## src/design/assert_macros.svh

```systemverilog
// assertion macros used by the rtl file grow_light_daylight_supplement_fsm_core
// no dependencies; define ASSERT_OFF to compile the checks out
`ifndef ASSERT_MACROS_SVH
`define ASSERT_MACROS_SVH
`ifndef ASSERT_OFF
// property must hold at every clock edge outside reset
`define ASSERT_ALWAYS(lbl, clk, rst_n, prop) \
  lbl: assert property (@(posedge clk) disable iff (!rst_n) (prop)) \
    else $error("assertion failed");
// implication checked at every clock edge outside reset
`define ASSERT_IMPL(lbl, clk, rst_n, ante, cons) \
  lbl: assert property (@(posedge clk) disable iff (!rst_n) (ante) |-> (cons)) \
    else $error("assertion failed");
// consequent checked in the cycle after the antecedent
`define ASSERT_NEXT(lbl, clk, rst_n, ante, cons) \
  lbl: assert property (@(posedge clk) disable iff (!rst_n) (ante) |=> (cons)) \
    else $error("assertion failed");
`else
`define ASSERT_ALWAYS(lbl, clk, rst_n, prop)
`define ASSERT_IMPL(lbl, clk, rst_n, ante, cons)
`define ASSERT_NEXT(lbl, clk, rst_n, ante, cons)
`endif
`endif

```

## src/design/glds_pkg.sv

```systemverilog
// constants and types for the grow light daylight supplement controller
// no dependencies
package glds_pkg;

  localparam int unsigned TimeW   = 17;
  localparam int unsigned LuxW    = 7;
  localparam int unsigned CountW  = 32;
  localparam int unsigned ModeW   = 2;
  localparam int unsigned AddrW   = 4;
  localparam int unsigned DataW   = 32;

  // mode codes
  localparam logic [ModeW-1:0] ModeIdle  = 2'd0;
  localparam logic [ModeW-1:0] ModeSense = 2'd1;
  localparam logic [ModeW-1:0] ModeLit   = 2'd2;

  // register indexes
  localparam logic [1:0] RegSunrise   = 2'd0;
  localparam logic [1:0] RegSunset    = 2'd1;
  localparam logic [1:0] RegRequired  = 2'd2;
  localparam logic [1:0] RegThreshold = 2'd3;

  localparam logic [TimeW-1:0]  SunriseReset   = 17'd28800;
  localparam logic [TimeW-1:0]  SunsetReset    = 17'd64800;
  localparam logic [CountW-1:0] RequiredReset  = 32'd18000;
  localparam logic [LuxW-1:0]   ThresholdReset = 7'd80;

  localparam logic ActTick  = 1'b0;
  localparam logic ActQuery = 1'b1;

  typedef struct packed {
    logic [TimeW-1:0]  sunrise;
    logic [TimeW-1:0]  sunset;
    logic [CountW-1:0] required;
    logic [LuxW-1:0]   threshold;
  } cfg_t;

endpackage

```

## src/design/grow_light_daylight_supplement_fsm_core.sv

```systemverilog
// top level of the grow light daylight supplement controller
// depends on glds_pkg and assert_macros.svh
//
//  channel   direction  handshake                 payload
//  in        input      in_valid_i / in_ready_o   action_i, time_of_day_i, light_intensity_i
//  out       output     out_valid_o / out_ready_i lamp_on_o, mode_o, mode_announced_o,
//                                                 lit_amount_o, amount_announced_o
//  cfg       input      psel/penable/pwrite       paddr, pwdata, prdata, pready
//
// one transaction per cycle while the output is not stalled; a result passes from the input register
// through the mode step into the result register
// the mode step reads and writes the state registers in the same cycle, so back to back
// ticks see each other's state
// reset puts the mode at idle, clears both counts and loads default register values
// a stalled output holds both stages; the input register still fills if empty
`include "assert_macros.svh"

module grow_light_daylight_supplement_fsm_core (
  input  logic                                clk_i,
  input  logic                                rst_ni,
  input  logic                                in_valid_i,
  output logic                                in_ready_o,
  input  logic                                action_i,
  input  logic [glds_pkg::TimeW-1:0]          time_of_day_i,
  input  logic [glds_pkg::LuxW-1:0]           light_intensity_i,
  output logic                                out_valid_o,
  input  logic                                out_ready_i,
  output logic                                lamp_on_o,
  output logic [glds_pkg::ModeW-1:0]          mode_o,
  output logic                                mode_announced_o,
  output logic [glds_pkg::CountW-1:0]         lit_amount_o,
  output logic                                amount_announced_o,
  input  logic                                psel,
  input  logic                                penable,
  input  logic                                pwrite,
  input  logic [glds_pkg::AddrW-1:0]          paddr,
  input  logic [glds_pkg::DataW-1:0]          pwdata,
  output logic [glds_pkg::DataW-1:0]          prdata,
  output logic                                pready
);

  glds_pkg::cfg_t cfg_q;

  logic                          s1_valid_q;
  logic                          s1_action_q;
  logic [glds_pkg::TimeW-1:0]    s1_time_q;
  logic [glds_pkg::LuxW-1:0]     s1_lux_q;

  logic [glds_pkg::ModeW-1:0]    mode_q, mode_d;
  logic [glds_pkg::CountW-1:0]   count_q, count_d;
  logic [glds_pkg::CountW-1:0]   last_rep_q, last_rep_d;

  logic                          out_valid_q;
  logic                          lamp_q;
  logic [glds_pkg::ModeW-1:0]    out_mode_q;
  logic                          mode_ann_q, mode_ann_d;
  logic [glds_pkg::CountW-1:0]   amount_q;
  logic                          amt_ann_q, amt_ann_d;

  logic out_free;
  logic s1_advance;
  logic in_fire;
  logic cfg_write;
  logic [1:0] reg_idx;

  logic day, night, done, bright;

  assign out_free   = !out_valid_q || out_ready_i;
  assign s1_advance = s1_valid_q && out_free;
  assign in_ready_o = !s1_valid_q || out_free;
  assign in_fire    = in_valid_i && in_ready_o;

  // configuration port
  assign pready    = 1'b1;
  assign cfg_write = psel && penable && pwrite;
  assign reg_idx   = paddr[3:2];

  always_ff @(posedge clk_i or negedge rst_ni) begin
    if (!rst_ni) begin
      cfg_q.sunrise   <= glds_pkg::SunriseReset;
      cfg_q.sunset    <= glds_pkg::SunsetReset;
      cfg_q.required  <= glds_pkg::RequiredReset;
      cfg_q.threshold <= glds_pkg::ThresholdReset;
    end else if (cfg_write) begin
      unique case (reg_idx)
        glds_pkg::RegSunrise:   cfg_q.sunrise   <= pwdata[glds_pkg::TimeW-1:0];
        glds_pkg::RegSunset:    cfg_q.sunset    <= pwdata[glds_pkg::TimeW-1:0];
        glds_pkg::RegRequired:  cfg_q.required  <= pwdata[glds_pkg::CountW-1:0];
        glds_pkg::RegThreshold: cfg_q.threshold <= pwdata[glds_pkg::LuxW-1:0];
        default: ;
      endcase
    end
  end

  always_comb begin
    unique case (reg_idx)
      glds_pkg::RegSunrise:
        prdata = {{(glds_pkg::DataW-glds_pkg::TimeW){1'b0}}, cfg_q.sunrise};
      glds_pkg::RegSunset:
        prdata = {{(glds_pkg::DataW-glds_pkg::TimeW){1'b0}}, cfg_q.sunset};
      glds_pkg::RegRequired:
        prdata = cfg_q.required;
      glds_pkg::RegThreshold:
        prdata = {{(glds_pkg::DataW-glds_pkg::LuxW){1'b0}}, cfg_q.threshold};
      default:
        prdata = '0;
    endcase
  end

  // input register
  always_ff @(posedge clk_i or negedge rst_ni) begin
    if (!rst_ni) begin
      s1_valid_q <= 1'b0;
    end else if (in_ready_o) begin
      s1_valid_q <= in_valid_i;
    end
  end

  always_ff @(posedge clk_i) begin
    if (in_fire) begin
      s1_action_q <= action_i;
      s1_time_q   <= time_of_day_i;
      s1_lux_q    <= light_intensity_i;
    end
  end

  // mode step
  assign day    = (cfg_q.sunrise < s1_time_q) && (s1_time_q < cfg_q.sunset);
  assign night  = (cfg_q.sunset < s1_time_q) || (s1_time_q < cfg_q.sunrise);
  assign done   = count_q >= cfg_q.required;
  assign bright = s1_lux_q >= cfg_q.threshold;

  always_comb begin
    mode_d     = mode_q;
    count_d    = count_q;
    last_rep_d = last_rep_q;
    mode_ann_d = 1'b1;
    amt_ann_d  = 1'b1;
    if (s1_action_q == glds_pkg::ActTick) begin
      unique case (mode_q)
        glds_pkg::ModeSense: begin
          if (done) begin
            mode_d = glds_pkg::ModeIdle;
          end else if (night) begin
            mode_d = glds_pkg::ModeLit;
          end else if (bright) begin
            count_d = count_q + 32'd1;
          end
        end
        glds_pkg::ModeLit: begin
          if (day) begin
            count_d = '0;
            mode_d  = glds_pkg::ModeSense;
          end else if (done) begin
            mode_d = glds_pkg::ModeIdle;
          end else if (bright) begin
            count_d = count_q + 32'd1;
          end
        end
        default: begin
          // idle, and the unused code behaves as idle
          if (day) begin
            count_d = '0;
            mode_d  = glds_pkg::ModeSense;
          end else if (!done) begin
            mode_d = glds_pkg::ModeLit;
          end else begin
            mode_d = glds_pkg::ModeIdle;
          end
        end
      endcase
      mode_ann_d = (mode_d != mode_q);
      amt_ann_d  = (count_d != last_rep_q);
      last_rep_d = count_d;
    end
  end

  always_ff @(posedge clk_i or negedge rst_ni) begin
    if (!rst_ni) begin
      mode_q      <= glds_pkg::ModeIdle;
      count_q     <= '0;
      last_rep_q  <= '0;
      out_valid_q <= 1'b0;
    end else begin
      if (out_free) begin
        out_valid_q <= s1_valid_q;
      end
      if (s1_advance) begin
        mode_q     <= mode_d;
        count_q    <= count_d;
        last_rep_q <= last_rep_d;
      end
    end
  end

  // result register
  always_ff @(posedge clk_i) begin
    if (s1_advance) begin
      lamp_q     <= (mode_d == glds_pkg::ModeLit);
      out_mode_q <= mode_d;
      mode_ann_q <= mode_ann_d;
      amount_q   <= last_rep_d;
      amt_ann_q  <= amt_ann_d;
    end
  end

  assign out_valid_o        = out_valid_q;
  assign lamp_on_o          = lamp_q;
  assign mode_o             = out_mode_q;
  assign mode_announced_o   = mode_ann_q;
  assign lit_amount_o       = amount_q;
  assign amount_announced_o = amt_ann_q;

  `ASSERT_IMPL(a_lamp_follows_mode, clk_i, rst_ni, out_valid_q,
               lamp_q == (out_mode_q == glds_pkg::ModeLit))
  `ASSERT_IMPL(a_result_matches_state, clk_i, rst_ni, out_valid_q,
               (amount_q == last_rep_q) && (out_mode_q == mode_q))
  `ASSERT_NEXT(a_tick_reports_count, clk_i, rst_ni,
               s1_advance && (s1_action_q == glds_pkg::ActTick), last_rep_q == count_q)
  `ASSERT_NEXT(a_stage_holds_on_stall, clk_i, rst_ni, s1_valid_q && !out_free,
               s1_valid_q && $stable(s1_time_q) && $stable(s1_action_q))

endmodule
```

## config.mk

```make
export PLATFORM = sky130hd
export DESIGN_NAME = grow_light_daylight_supplement_fsm_core
export DESIGN_NICKNAME = d
export VERILOG_FILES = /design/src/design/glds_pkg.sv /design/src/design/grow_light_daylight_supplement_fsm_core.sv
export VERILOG_INCLUDE_DIRS = /design/src /design/src/design
export SDC_FILE = /design/constraint.sdc
export NUM_CORES = 1
export LEC_CHECK = 0
export ABC_AREA = 1
export BUFFER_PORTS_ARGS = -buffer_cell sky130_fd_sc_hd__buf_4
export CORE_MARGIN = 3
export CORE_UTILIZATION = 45
export CTS_CLUSTER_DIAMETER = 30
export DETAILED_ROUTE_END_ITERATION = 16
export REMOVE_ABC_BUFFERS = 1
export SETUP_SLACK_MARGIN = 0.3
export SLEW_MARGIN = 0
export SYNTH_ARGS = -nofsm -noshare
export SYNTH_HDL_FRONTEND = slang
export SYNTH_SLANG_ARGS = --single-unit
```

## constraint.sdc

```tcl
create_clock -name clk_i -period 5.67 [get_ports clk_i]
set_input_delay 0 -clock clk_i [delete_from_list [all_inputs] [get_ports clk_i]]
set_output_delay 0 -clock clk_i [all_outputs]
set_load 0.03 [all_outputs]
```

==> flow_summary_export.csv, run 1 <==
group,metric,value,unit
run_status,status,"finished clean",
pwr,power,9.080,mW
finish,diodes,0,
finish,layout_common_cells,"nand2_1 (697), inv_1 (211), o21ai_0 (161)",
clock_network,numClockSinks,203,
timing,slew_headroom,23.61,%
floorplanning,io_pins,140,
synthesis,avgSynthCellArea,7.225,um2
place,dp_slack,1.587,ns
drt,drtIter0Drc,773,
floorplanning,die_y,176.1,um
critical_path,criticalPathCategory,"register to register",
drt,routedWlPerCell,15.48,um
timing,min_period,4.156,ns
timing,finalMaxSlewViolations,0,
global_routing,grt_max_degree,93,
critical_path,critical_path_arrival,4.46,ns
critical_path,critPathRequiredTime,5.97,ns
drt,ant_nets,0,
synthesis,async_flop_share,69.46,%
floorplanning,die_area,31030,um2
pwr,vdd_drop_max,0.4146,mV
timing,fin_tns_setup,0,ns
global_routing,grt_pass1_vias,12170,
pwr,powerDensity,538.7,nW/um2
synthesis,synthCells,1803,
timing,setup_viol,0,
synthesis,yosysSeqAreaShare,41.56,%
critical_path,critPathLaunchType,"register",
global_routing,grt_pass1_wl,60870,um
timing,timing.fmax,240.6,MHz
drt,drt-total-wl,37510,um
clock_network,cts_buffers,53,
hold_path,hp-class,"primary input to async pin",
floorplanning,die_w,176.1,um
clock_network,clk_latency,0.56,ns
clock_network,cts_tree,"done",
clock_network,cts_buffer_depth,3,
drt,vias_per_cell,5.064,
timing,hold_viol,0,
timing,tightestPinTransition,1.143,ns
job,maxCapViolCount,0,
synthesis,yosysWarnings,0,
critical_path,worst-path-max-fanout,27,
global_routing,track_usage,24.16,%
global_routing,grt-ovfl-total,0,
synthesis,syn-cell-area,13030,um2
critical_path,endpoint_kind,"register",
finish,fillers,2550,
finish,nets,2144,
synthesis,synth.distinct_cells,43,
finish,drive_gt1_share,13.89,%
synthesis,synth_edf_count,62,
synthesis,yosys_most_used_dff,"dfrtp_1",
floorplanning,coreArea,28160,um2
timing,period_share,73.30,%
timing,fin_skew,0.01635,ns
timing,setup_ws,1.514,ns
pwr,leakage,8.453,nW
drt,drtPass1Iterations,6,
finish,final_common_cell,"nand2_1",
timing,rsz0062_at_grt,"false",
finish,area_growth,29.40,%
place,dp.final_hpwl,25170,um
critical_path,timing.rr.start,"cfg_q[54]$_DFFE_PN1P_",
synthesis,synth.ff_latch_count,203,
floorplanning,rows,61,
global_routing,antenna_found_initial,0,
place,place.gp.congestion,0.9165,
clock_network,root_buffer,"clkbuf_16",
drt,drc,0,
floorplanning,start_util,46.25,%
drt,vias,12270,
place,io_buffer_count,136,
clock_network,post_cts_resized,0,
clock_network,ctsHtreeMaxLevel,2,
clock_network,path_clk_slew,0.05,ns
critical_path,startpoint,"cfg_q[54]$_DFFE_PN1P_",
==> worst max-delay path, stage by stage (launching register included) <==
cell,delay (ns)
dfstp_2,0.54
ha_1,0.22
nand2_1,0.09
nor2_2,0.08
a21boi_1,0.13
nor2_1,0.22
nand3_2,0.23
nand3_1,0.23
nand2_1,0.45
inv_2,0.68
nand2_1,0.17
nand2_1,0.15
nand2_1,0.06
nand2_1,0.05
nand2_1,0.06
nor2_1,0.19
nand2_1,0.09
nor2_1,0.18
nand2_1,0.08
==> cells in the mapped netlist, drive strengths merged (2+ instances only) <==
| cell | n | area (um2) |
|---|---|---|
| a21o | 6 | 45.04 |
| a21oi | 40 | 215.2 |
| a31oi | 2 | 12.51 |
| and3 | 2 | 12.51 |
| buf | 30 | 191.4 |
| clkbuf | 35 | 131.4 |
| clkinv | 3 | 11.26 |
| dfrtp | 122 | 3053 |
| dfstp | 19 | 499.2 |
| edfxtp | 62 | 1862 |
| ha | 76 | 950.9 |
| inv | 218 | 818.3 |
| nand2 | 705 | 2674 |
| nand3 | 115 | 585.6 |
| nand3b | 4 | 30.03 |
| nand4 | 10 | 62.56 |
| nor2 | 116 | 469.2 |
| nor3 | 7 | 56.31 |
| o2111ai | 6 | 52.55 |
| o211ai | 23 | 172.7 |
| o21ai | 174 | 885.8 |
| xor2 | 23 | 201.4 |
==> registers in the layout, indices dropped and copies added, names as in the netlist, 2 cells and up <==
name,cells
cfg_q,73
count_q,32
last_rep_q,32
lit_amount_o,32
mode_o,2
mode_q,2
s1_lux_q,7
s1_time_q,17
==> repair_timing <==
item | in CTS | in global routing
hold buffers | 62 | 0
setup endpoints to repair | 0 | 0
endpoints found under the hold margin | 184 | 0
setup buffers | 0 | 0
==> logic make-up after synthesis <==
family | count (synthesis) | synth area share, %
AND/OR/NAND/NOR | 960 | 29.92
buffers and inverters | 286 | 8.846
XOR/XNOR | 23 | 1.546
AO/OA/AOI/OAI | 254 | 10.80
flip-flops | 203 | 41.56
other | 1 | 0.02879
adder cells (fa/ha/maj) | 76 | 7.300
==> layer usage <==
metal	up-vias	global-route usage (%)	part of all wire (%)
met5	-	0	0
met4	0	7.159	2.4
met3	77	3.398	5.3
met2	356	41.91	48
met1	5652	31.43	45
li1	6186	-	-
==> metrics by stage <==
stage | utilization [%] | hold WS, ns | std cells | cell area [um2]
floorplan | - | -0.2956 | 1738 | 12700
global placement | 50.72 | 0.1783 | 2261 | 14280
detailed placement | 50.72 | 0.1795 | 2261 | 14280
CTS | 59.85 | 0.1409 | 2423 | 16860
global route | 59.85 | 0.1582 | 2423 | 16860
finish | 59.85 | 0.1148 | 2423 | 16860
==> power by group <==
group	switching, mW	total (mW)	internal [mW]	leakage [nW]
combinational	2.28	3.39	1.12	5.14
clock	0.950	3.24	2.29	0.934
sequential	0.436	2.45	2.01	2.38
total	3.66	9.08	5.42	8.45
==> layout make-up <==
cell class / instances / area, um2 / area share [%]
Clock buffer: 72 / 1489 / 8.833
Clock inverter: 28 / 462.9 / 2.746
Inverter: 221 / 829.5 / 4.921
Multi-Input combinational cell: 1314 / 6475 / 38.41
Sequential cell: 203 / 5414 / 32.12
Tap cell: 378 / 473.0 / 2.806
Timing Repair Buffer: 207 / 1713 / 10.16
==> final timing paths <==
kind                                               endpoint  slack [ns]  cells past startpoint
setup reg to reg           amount_announced_o$_SDFFCE_PP1P_        1.51                     18
hold reg to reg                       cfg_q[19]$_DFFE_PN0P_        0.48                      2
setup / recovery           amount_announced_o$_SDFFCE_PP1P_        1.51                     18
min in group clk_i                    s1_lux_q[6]$_DFFE_PP_        0.16                      2
hold / removal                        cfg_q[34]$_DFFE_PN0P_        0.11                      2
max in group asynchronous            count_q[7]$_DFFE_PN0P_        4.26                      3
No activity file was read; power rests on OpenSTA's default activity.
==> inputs of run 2 (changes only) <==
--- a/config.mk
+++ b/config.mk
@@ -6,7 +6,7 @@
 export SDC_FILE = /design/constraint.sdc
 export NUM_CORES = 1
 export LEC_CHECK = 0
-export ABC_AREA = 1
+export ABC_AREA = 0
 export BUFFER_PORTS_ARGS = -buffer_cell sky130_fd_sc_hd__buf_4
 export CORE_MARGIN = 3
 export CORE_UTILIZATION = 45
==> constraint.sdc (replaced) <==
create_clock -name clk_i -period 4.3 [get_ports clk_i]
set_input_delay 0 -clock clk_i [delete_from_list [all_inputs] [get_ports clk_i]]
set_output_delay 0 -clock clk_i [all_outputs]
set_load 0.03 [all_outputs]
==> flow_summary_export.csv, run 2 <==
group,metric,value,unit
place,placedInstanceArea,15350,um2
pwr,pwr-share-seq,23.7,%
global_routing,grt_pass1_wl,71460,um
clock_network,path_clk_slew,0.05,ns
pwr,switchingPower,5.347,mW
clock_network,cts_buffer_depth,3,
synthesis,avgSynthCellArea,9.240,um2
synthesis,synth_mux_area_share,6.290,%
critical_path,criticalPathCategory,"register to register",
finish,nets,1876,
run_status,violations,"negative setup slack",
pwr,p_int,7.929,mW
synthesis,synth_compound_area_share,17.78,%
finish,drive_gt1_share,30.13,%
timing,tightestPinTransition,1.127,ns
synthesis,synth_edf_count,62,
job,maxCapViolCount,0,
synthesis,synthCells,1380,
finish,regMostFlops,"cfg_q",
synthesis,synth_area_leaders,"dfrtp_1 (24%), edfxtp_1 (15%), ha_1 (7.5%)",
synthesis,synth_xor_area_share,2.610,%
synthesis,yosysWarnings,0,
synthesis,synth_area_leader_cell,"dfrtp_1",
drt,drtIter0Drc,1083,
floorplanning,coreArea,27400,um2
clock_network,ctsHtreeMaxLevel,2,
finish,diodes,0,
drt,drtPass1Iterations,5,
critical_path,critPathRequiredTime,4.56,ns
timing,hold_viol,0,
synthesis,synth_common_cells,"nand2_1 (147), nor2_1 (134), dfrtp_1 (122), o21ai_0 (105), inv_1 (98)",
critical_path,critical_path_arrival,4.56,ns
global_routing,grt-ovfl-total,0,
global_routing,antenna_found_initial,0,
timing,whs,0.07953,ns
critical_path,crit_top_cell,"buf_4",
place,io_buffer_count,136,
floorplanning,start_util,46.53,%
global_routing,grt_pass1_vias,12220,
run_status,status,"complete, but fails checks",
pwr,powerDensity,742.5,nW/um2
drt,drt-total-wl,46270,um
synthesis,yosys_most_used_dff,"dfrtp_1",
pwr,power.share.clock,26.9,%
finish,layout_common_cells,"buf_4 (321), nand2_1 (146), nor2_1 (132)",
timing,finalMaxSlewViolations,0,
drt,routedWlPerCell,21.61,um
floorplanning,io_pins,140,
synthesis,synth.most_common_cell,"nand2_1",
timing,slew_headroom,24.80,%
synthesis,syn-cell-area,12750,um2
floorplanning,die_area,30390,um2
synthesis,yosys.area_share.adder,7.458,%
clock_network,numClockSinks,203,
pwr,vdd_drop_max,0.4757,mV
clock_network,root_buffer,"clkbuf_16",
timing,fin_skew,0.03278,ns
timing,rsz0062_at_grt,"true",
place,place.gp.congestion,0.9850,
clock_network,clk_latency,0.54,ns
synthesis,yosysTopAreaCellShare,23.94,%
synthesis,synth_top_family_by_area,"compound AO/OA/AOI/OAI gates",
floorplanning,die_w,174.3,um
drt,vias_per_cell,5.720,
pwr,comb_power_share,49.4,%
place,dp.final_hpwl,34040,um
synthesis,synth.ff_latch_count,203,
floorplanning,rows,60,
finish,design_area,17880,um2
finish,largest_register_ffs,73,
synthesis,yosys.area_share.simple,17.73,%
critical_path,endpoint_kind,"register",
floorplanning,die_y,174.3,um
timing,period_share,100.2,%
pwr,p_sw_share,40.28,%
synthesis,async_flop_share,69.46,%
finish,final_common_cell,"buf_4",
pwr,leakage,7.870,nW
timing,setup_ws,-0.006943,ns
global_routing,track_usage,30.12,%
finish,final_core_util,65.26,%
critical_path,path_cells,"inv_1 -> ha_1 -> nand4_1 -> nor3_2 -> buf_4 -> o21a_1 -> o221ai_1 -> buf_4 -> buf_4 -> or4_1 -> a32oi_2 -> o22ai_1 -> nor4_2 -> buf_4 -> nand4_1 -> nor4_4 -> buf_4 -> nand4_1",
timing,min_period,4.307,ns
synthesis,synth.distinct_cells,85,
clock_network,cts_buffers,45,
timing,setup_viol,1,
drt,drc,0,
global_routing,grt_max_degree,76,
hold_path,hp-class,"primary input to async pin",
critical_path,max_stage_delay,0.53,ns
clock_network,cts_tree,"done",
synthesis,yosysSeqAreaShare,42.46,%
critical_path,critPathLaunchType,"register",
finish,area_growth,40.23,%
critical_path,crit_slowest_cell,"dfstp_2",
drt,vias,12250,
critical_path,worst-path-max-fanout,8,
pwr,power,13.28,mW
timing,timing.fmax,232.2,MHz
drt,ant_nets,0,
run 2: changes by cell type after synthesis, moves of 15 or more:
cell | before | now
o21ai_0 | 161 | 105
o21a_1 | 1 | 22
nor4_1 | 0 | 15
inv_1 | 212 | 98
nand3_1 | 113 | 34
and2_1 | 0 | 25
nor2_1 | 110 | 134
a21oi_1 | 38 | 59
mux2i_1 | 0 | 16
nand2_1 | 698 | 147
mux2_2 | 0 | 43
nand4_1 | 10 | 25
clkbuf_1 | 35 | 59
xnor2_1 | 0 | 21
run 2: worst max-delay path, delay by kind of cell, from the launching register on:
| family | cells | cell delay (ns) |
|---|---|---|
| simple gates | 7 | 1.53 |
| buf+inv | 6 | 0.94 |
| fa+ha+maj | 1 | 0.32 |
| compound gates | 4 | 0.70 |
| flops | 1 | 0.53 |
run 2: metal layers:
layer  part of all wire (%)  up-vias  track usage (%)
met5                      0        -                0
met4                    2.1        0            6.535
met3                    7.3       74            4.281
met2                     45      556            47.21
met1                     46     5905            44.49
li1                       -     5711                -
run 2: cells by family (layout without fill, tap and decap cells):
logic type | count (synthesis) | in the layout
simple gates | 472 | 472
compound gates | 340 | 340
flops | 203 | 203
buf+inv | 184 | 573
fa+ha+maj | 76 | 76
mux | 66 | 66
xor+xnor | 38 | 38
other cells | 1 | 1
run 2: worst paths after layout:
path	end	cells after the start	startpoint	slack, ns
setup / recovery	amount_announced_o$_SDFFCE_PP1P_	18	cfg_q[70]$_DFFE_PN1P_	-0.007
hold / removal	cfg_q[42]$_DFFE_PN0P_	2	rst_ni	0.08
setup reg to reg	amount_announced_o$_SDFFCE_PP1P_	18	cfg_q[70]$_DFFE_PN1P_	-0.007
hold reg to reg	out_valid_o$_DFFE_PN0P_	1	s1_valid_q$_DFFE_PN0N_	0.51
max in group asynchronous	count_q[17]$_DFFE_PN0P_	3	rst_ni	3.16
min in group clk_i	cfg_q[56]$_DFFE_PN0P_	4	penable	0.09
run 2: final cells by class:
cell class,count,area [um2]
clock buffers,59,1301
multi-input cells,993,6865
repair buffers,391,3148
fillers,2289,9520
inverters,98,367.9
well taps,372,465.4
clock inverters,25,317.8
flip-flops and latches,203,5415
run 2: repair_timing:
item                                    4_1_cts  5_1_grt
endpoints found under the setup margin        4        8
cloned                                        0        0
endpoints found under the hold margin       173        0
pin swaps                                    22       20
hold buffers                                 61        0
buffers inserted                              5        2
gates resized for setup                      19       31
run 2: stage by stage:
stage	TNS (ns)	instances	setup slack, ns
CTS	-0.07822	2139	-0.07822
floorplan	0	1294	0.1309
global route	-0.1501	2141	-0.1501
detailed placement	-0.3273	1989	-0.3273
finish	-0.006943	2141	-0.006943
global placement	-0.3005	1989	-0.3005
run 2: power groups by stage:
stage,Clock [mW],Sequential (mW),Combinational [mW]
finish,3.57,3.15,6.55
global route,3.72,3.22,7.03
CTS,3.62,3.13,6.29
detailed placement,0,3.15,6.11
global placement,0,3.13,6.09
floorplan,0,3.32,2.99
==> inputs of run 3 (changes only) <==
--- a/config.mk
+++ b/config.mk
@@ -12,6 +12,7 @@
 export CORE_UTILIZATION = 45
 export CTS_CLUSTER_DIAMETER = 30
 export DETAILED_ROUTE_END_ITERATION = 16
+export MAX_ROUTING_LAYER = met4
 export REMOVE_ABC_BUFFERS = 1
 export SETUP_SLACK_MARGIN = 0.3
 export SLEW_MARGIN = 0
==> flow_summary_export.csv, run 3 (synthesized netlist as in run 2, its figures left out) <==
group,metric,value,unit
run_status,status,"complete, but fails checks",
run_status,violations,"negative setup slack",
drt,routedWlPerCell,21.97,um
place,place.gp.congestion,1.005,
critical_path,critPathLaunchType,"register",
place,placedInstanceArea,15350,um2
pwr,powerDensity,760.5,nW/um2
critical_path,r2r_cells,17,
timing,fin_tns_setup,-0.03762,ns
global_routing,grt_max_degree,95,
drt,drtPass1Iterations,6,
place,io_buffer_count,136,
timing,period_share,100.9,%
timing,timing.fmax,230.5,MHz
pwr,p_sw_share,40.37,%
drt,drc,0,
drt,vias_per_cell,5.718,
global_routing,antenna_found_initial,2,
floorplanning,start_util,46.53,%
pwr,leakage,7.919,nW
timing,tightestPinTransition,1.126,ns
finish,nets,1881,
pwr,power,13.67,mW
clock_network,path_clk_slew,0.05,ns
critical_path,critPathRequiredTime,4.57,ns
finish,area_growth,40.95,%
drt,drtIter0Drc,1263,
finish,drive_gt1_share,29.66,%
finish,largest_register_ffs,73,
global_routing,grt_pass1_vias,12390,
critical_path,criticalPathCategory,"register to register",
clock_network,root_buffer,"clkbuf_16",
floorplanning,die_w,174.3,um
hold_path,hold_depth,4,
pwr,pwr-share-seq,23.1,%
pwr,switchingPower,5.517,mW
pwr,p_int,8.150,mW
place,dp.final_hpwl,34870,um
floorplanning,rows,60,
critical_path,critical_path_arrival,4.61,ns
timing,setup_ws,-0.03762,ns
floorplanning,io_pins,140,
drt,vias,12310,
timing,min_period,4.338,ns
timing,hold_viol,0,
global_routing,track_usage,31.63,%
timing,setup_viol,1,
pwr,comb_power_share,48.2,%
pwr,power.share.clock,28.8,%
clock_network,clk_latency,0.56,ns
global_routing,grt_pass1_wl,72570,um
floorplanning,die_y,174.3,um
drt,drt-total-wl,47290,um
floorplanning,coreArea,27400,um2
finish,regMostFlops,"cfg_q",
finish,layout_common_cells,"buf_4 (321), nand2_1 (147), nor2_1 (133)",
floorplanning,die_area,30390,um2
finish,design_area,17970,um2
job,maxCapViolCount,0,
timing,slew_headroom,24.85,%
global_routing,grt-ovfl-total,0,
drt,ant_nets,0,
timing,rsz0062_at_grt,"true",
clock_network,cts_buffer_depth,3,
timing,finalMaxSlewViolations,0,
clock_network,cts_buffers,51,
clock_network,cts_tree,"done",
timing,fin_skew,0.03691,ns
critical_path,endpoint_kind,"register",
pwr,vdd_drop_max,0.6145,mV
clock_network,numClockSinks,203,
critical_path,worst-path-max-fanout,3,
hold_path,hp-class,"primary input to register",
finish,final_common_cell,"buf_4",
clock_network,ctsHtreeMaxLevel,2,
## run 3: cell types whose count changed in the layout (fill, tap and decap cells not counted), sizes merged
cell	before	now
clkinvlp	4	5
clkbuf	59	67
diode	0	1
buf	330	329
inv	103	106
## run 3: metrics by stage
step / hold WS, ns / utilization (%) / instances / setup WS [ns]
6_report: 0.04548 / 65.59 / 2153 / -0.03762
3_5_place_dp: 0.1513 / 56.00 / 1987 / -0.1536
5_1_grt: 0.09672 / 65.59 / 2153 / -0.1755
2_1_floorplan: -0.2956 / - / 1294 / 0.1309
4_1_cts: 0.03405 / 65.26 / 2151 / -0.01806
3_3_place_gp: 0.1442 / 56.00 / 1987 / -0.06583
## run 3: what timing repair did
action | in CTS | in global routing
hold buffers | 61 | 0
resized for setup | 13 | 13
hold endpoints to repair | 191 | 0
buffers inserted | 7 | 1
endpoints found under the setup margin | 4 | 4
pin swaps | 12 | 9
## run 3: area by class of cell
type,instances,area (um2)
Fill cell,2229,9429
Inverter,98,367.9
Timing Repair Buffer,390,3149
Tap cell,372,465.4
Sequential cell,203,5414
Multi-Input combinational cell,993,6765
Clock inverter,29,370.4
Antenna cell,1,2.502
Clock buffer,67,1438
## run 3: final timing paths
path | start | endpoint | slack (ns)
setup / recovery | cfg_q[21]$_DFFE_PN1P_ | amount_announced_o$_SDFFCE_PP1P_ | -0.04
max in group asynchronous | rst_ni | cfg_q[22]$_DFFE_PN0P_ | 3.00
min in group asynchronous | rst_ni | cfg_q[3]$_DFFE_PN0P_ | 0.11
setup reg to reg | cfg_q[21]$_DFFE_PN1P_ | amount_announced_o$_SDFFCE_PP1P_ | -0.04
hold / removal | penable | cfg_q[56]$_DFFE_PN0P_ | 0.05
hold reg to reg | s1_valid_q$_DFFE_PN0N_ | out_valid_o$_DFFE_PN0P_ | 0.50
## run 3: routing by layer
metal,share of wire (%),GRT usage [%]
met1,45,44.03
met2,44,47.17
met3,8.2,6.204
met4,2.5,9.048
met5,0,-
## run 3: worst max-delay path, cell delays in order (launching register included)
cell and delay (ns):
dfstp_2 0.52, inv_1 0.05, ha_1 0.28, nand4_1 0.09
or2_1 0.17, a21oi_1 0.08, o41a_1 0.46, or2_1 0.29
buf_6 0.14, buf_4 0.14, or4_4 0.50, a32oi_1 0.22
o22ai_2 0.14, xnor2_2 0.26, o2111ai_2 0.17, nor4_4 0.31
buf_4 0.15, nand4_1 0.07
## run 3: power by group through the flow
stage	logic, mW	clock network [mW]	registers [mW]
finish	6.59	3.93	3.15
global route	7.04	4.09	3.21
CTS	6.34	3.98	3.13
detailed placement	6.16	0	3.15
global placement	6.13	0	3.13
floorplan	2.99	0	3.32
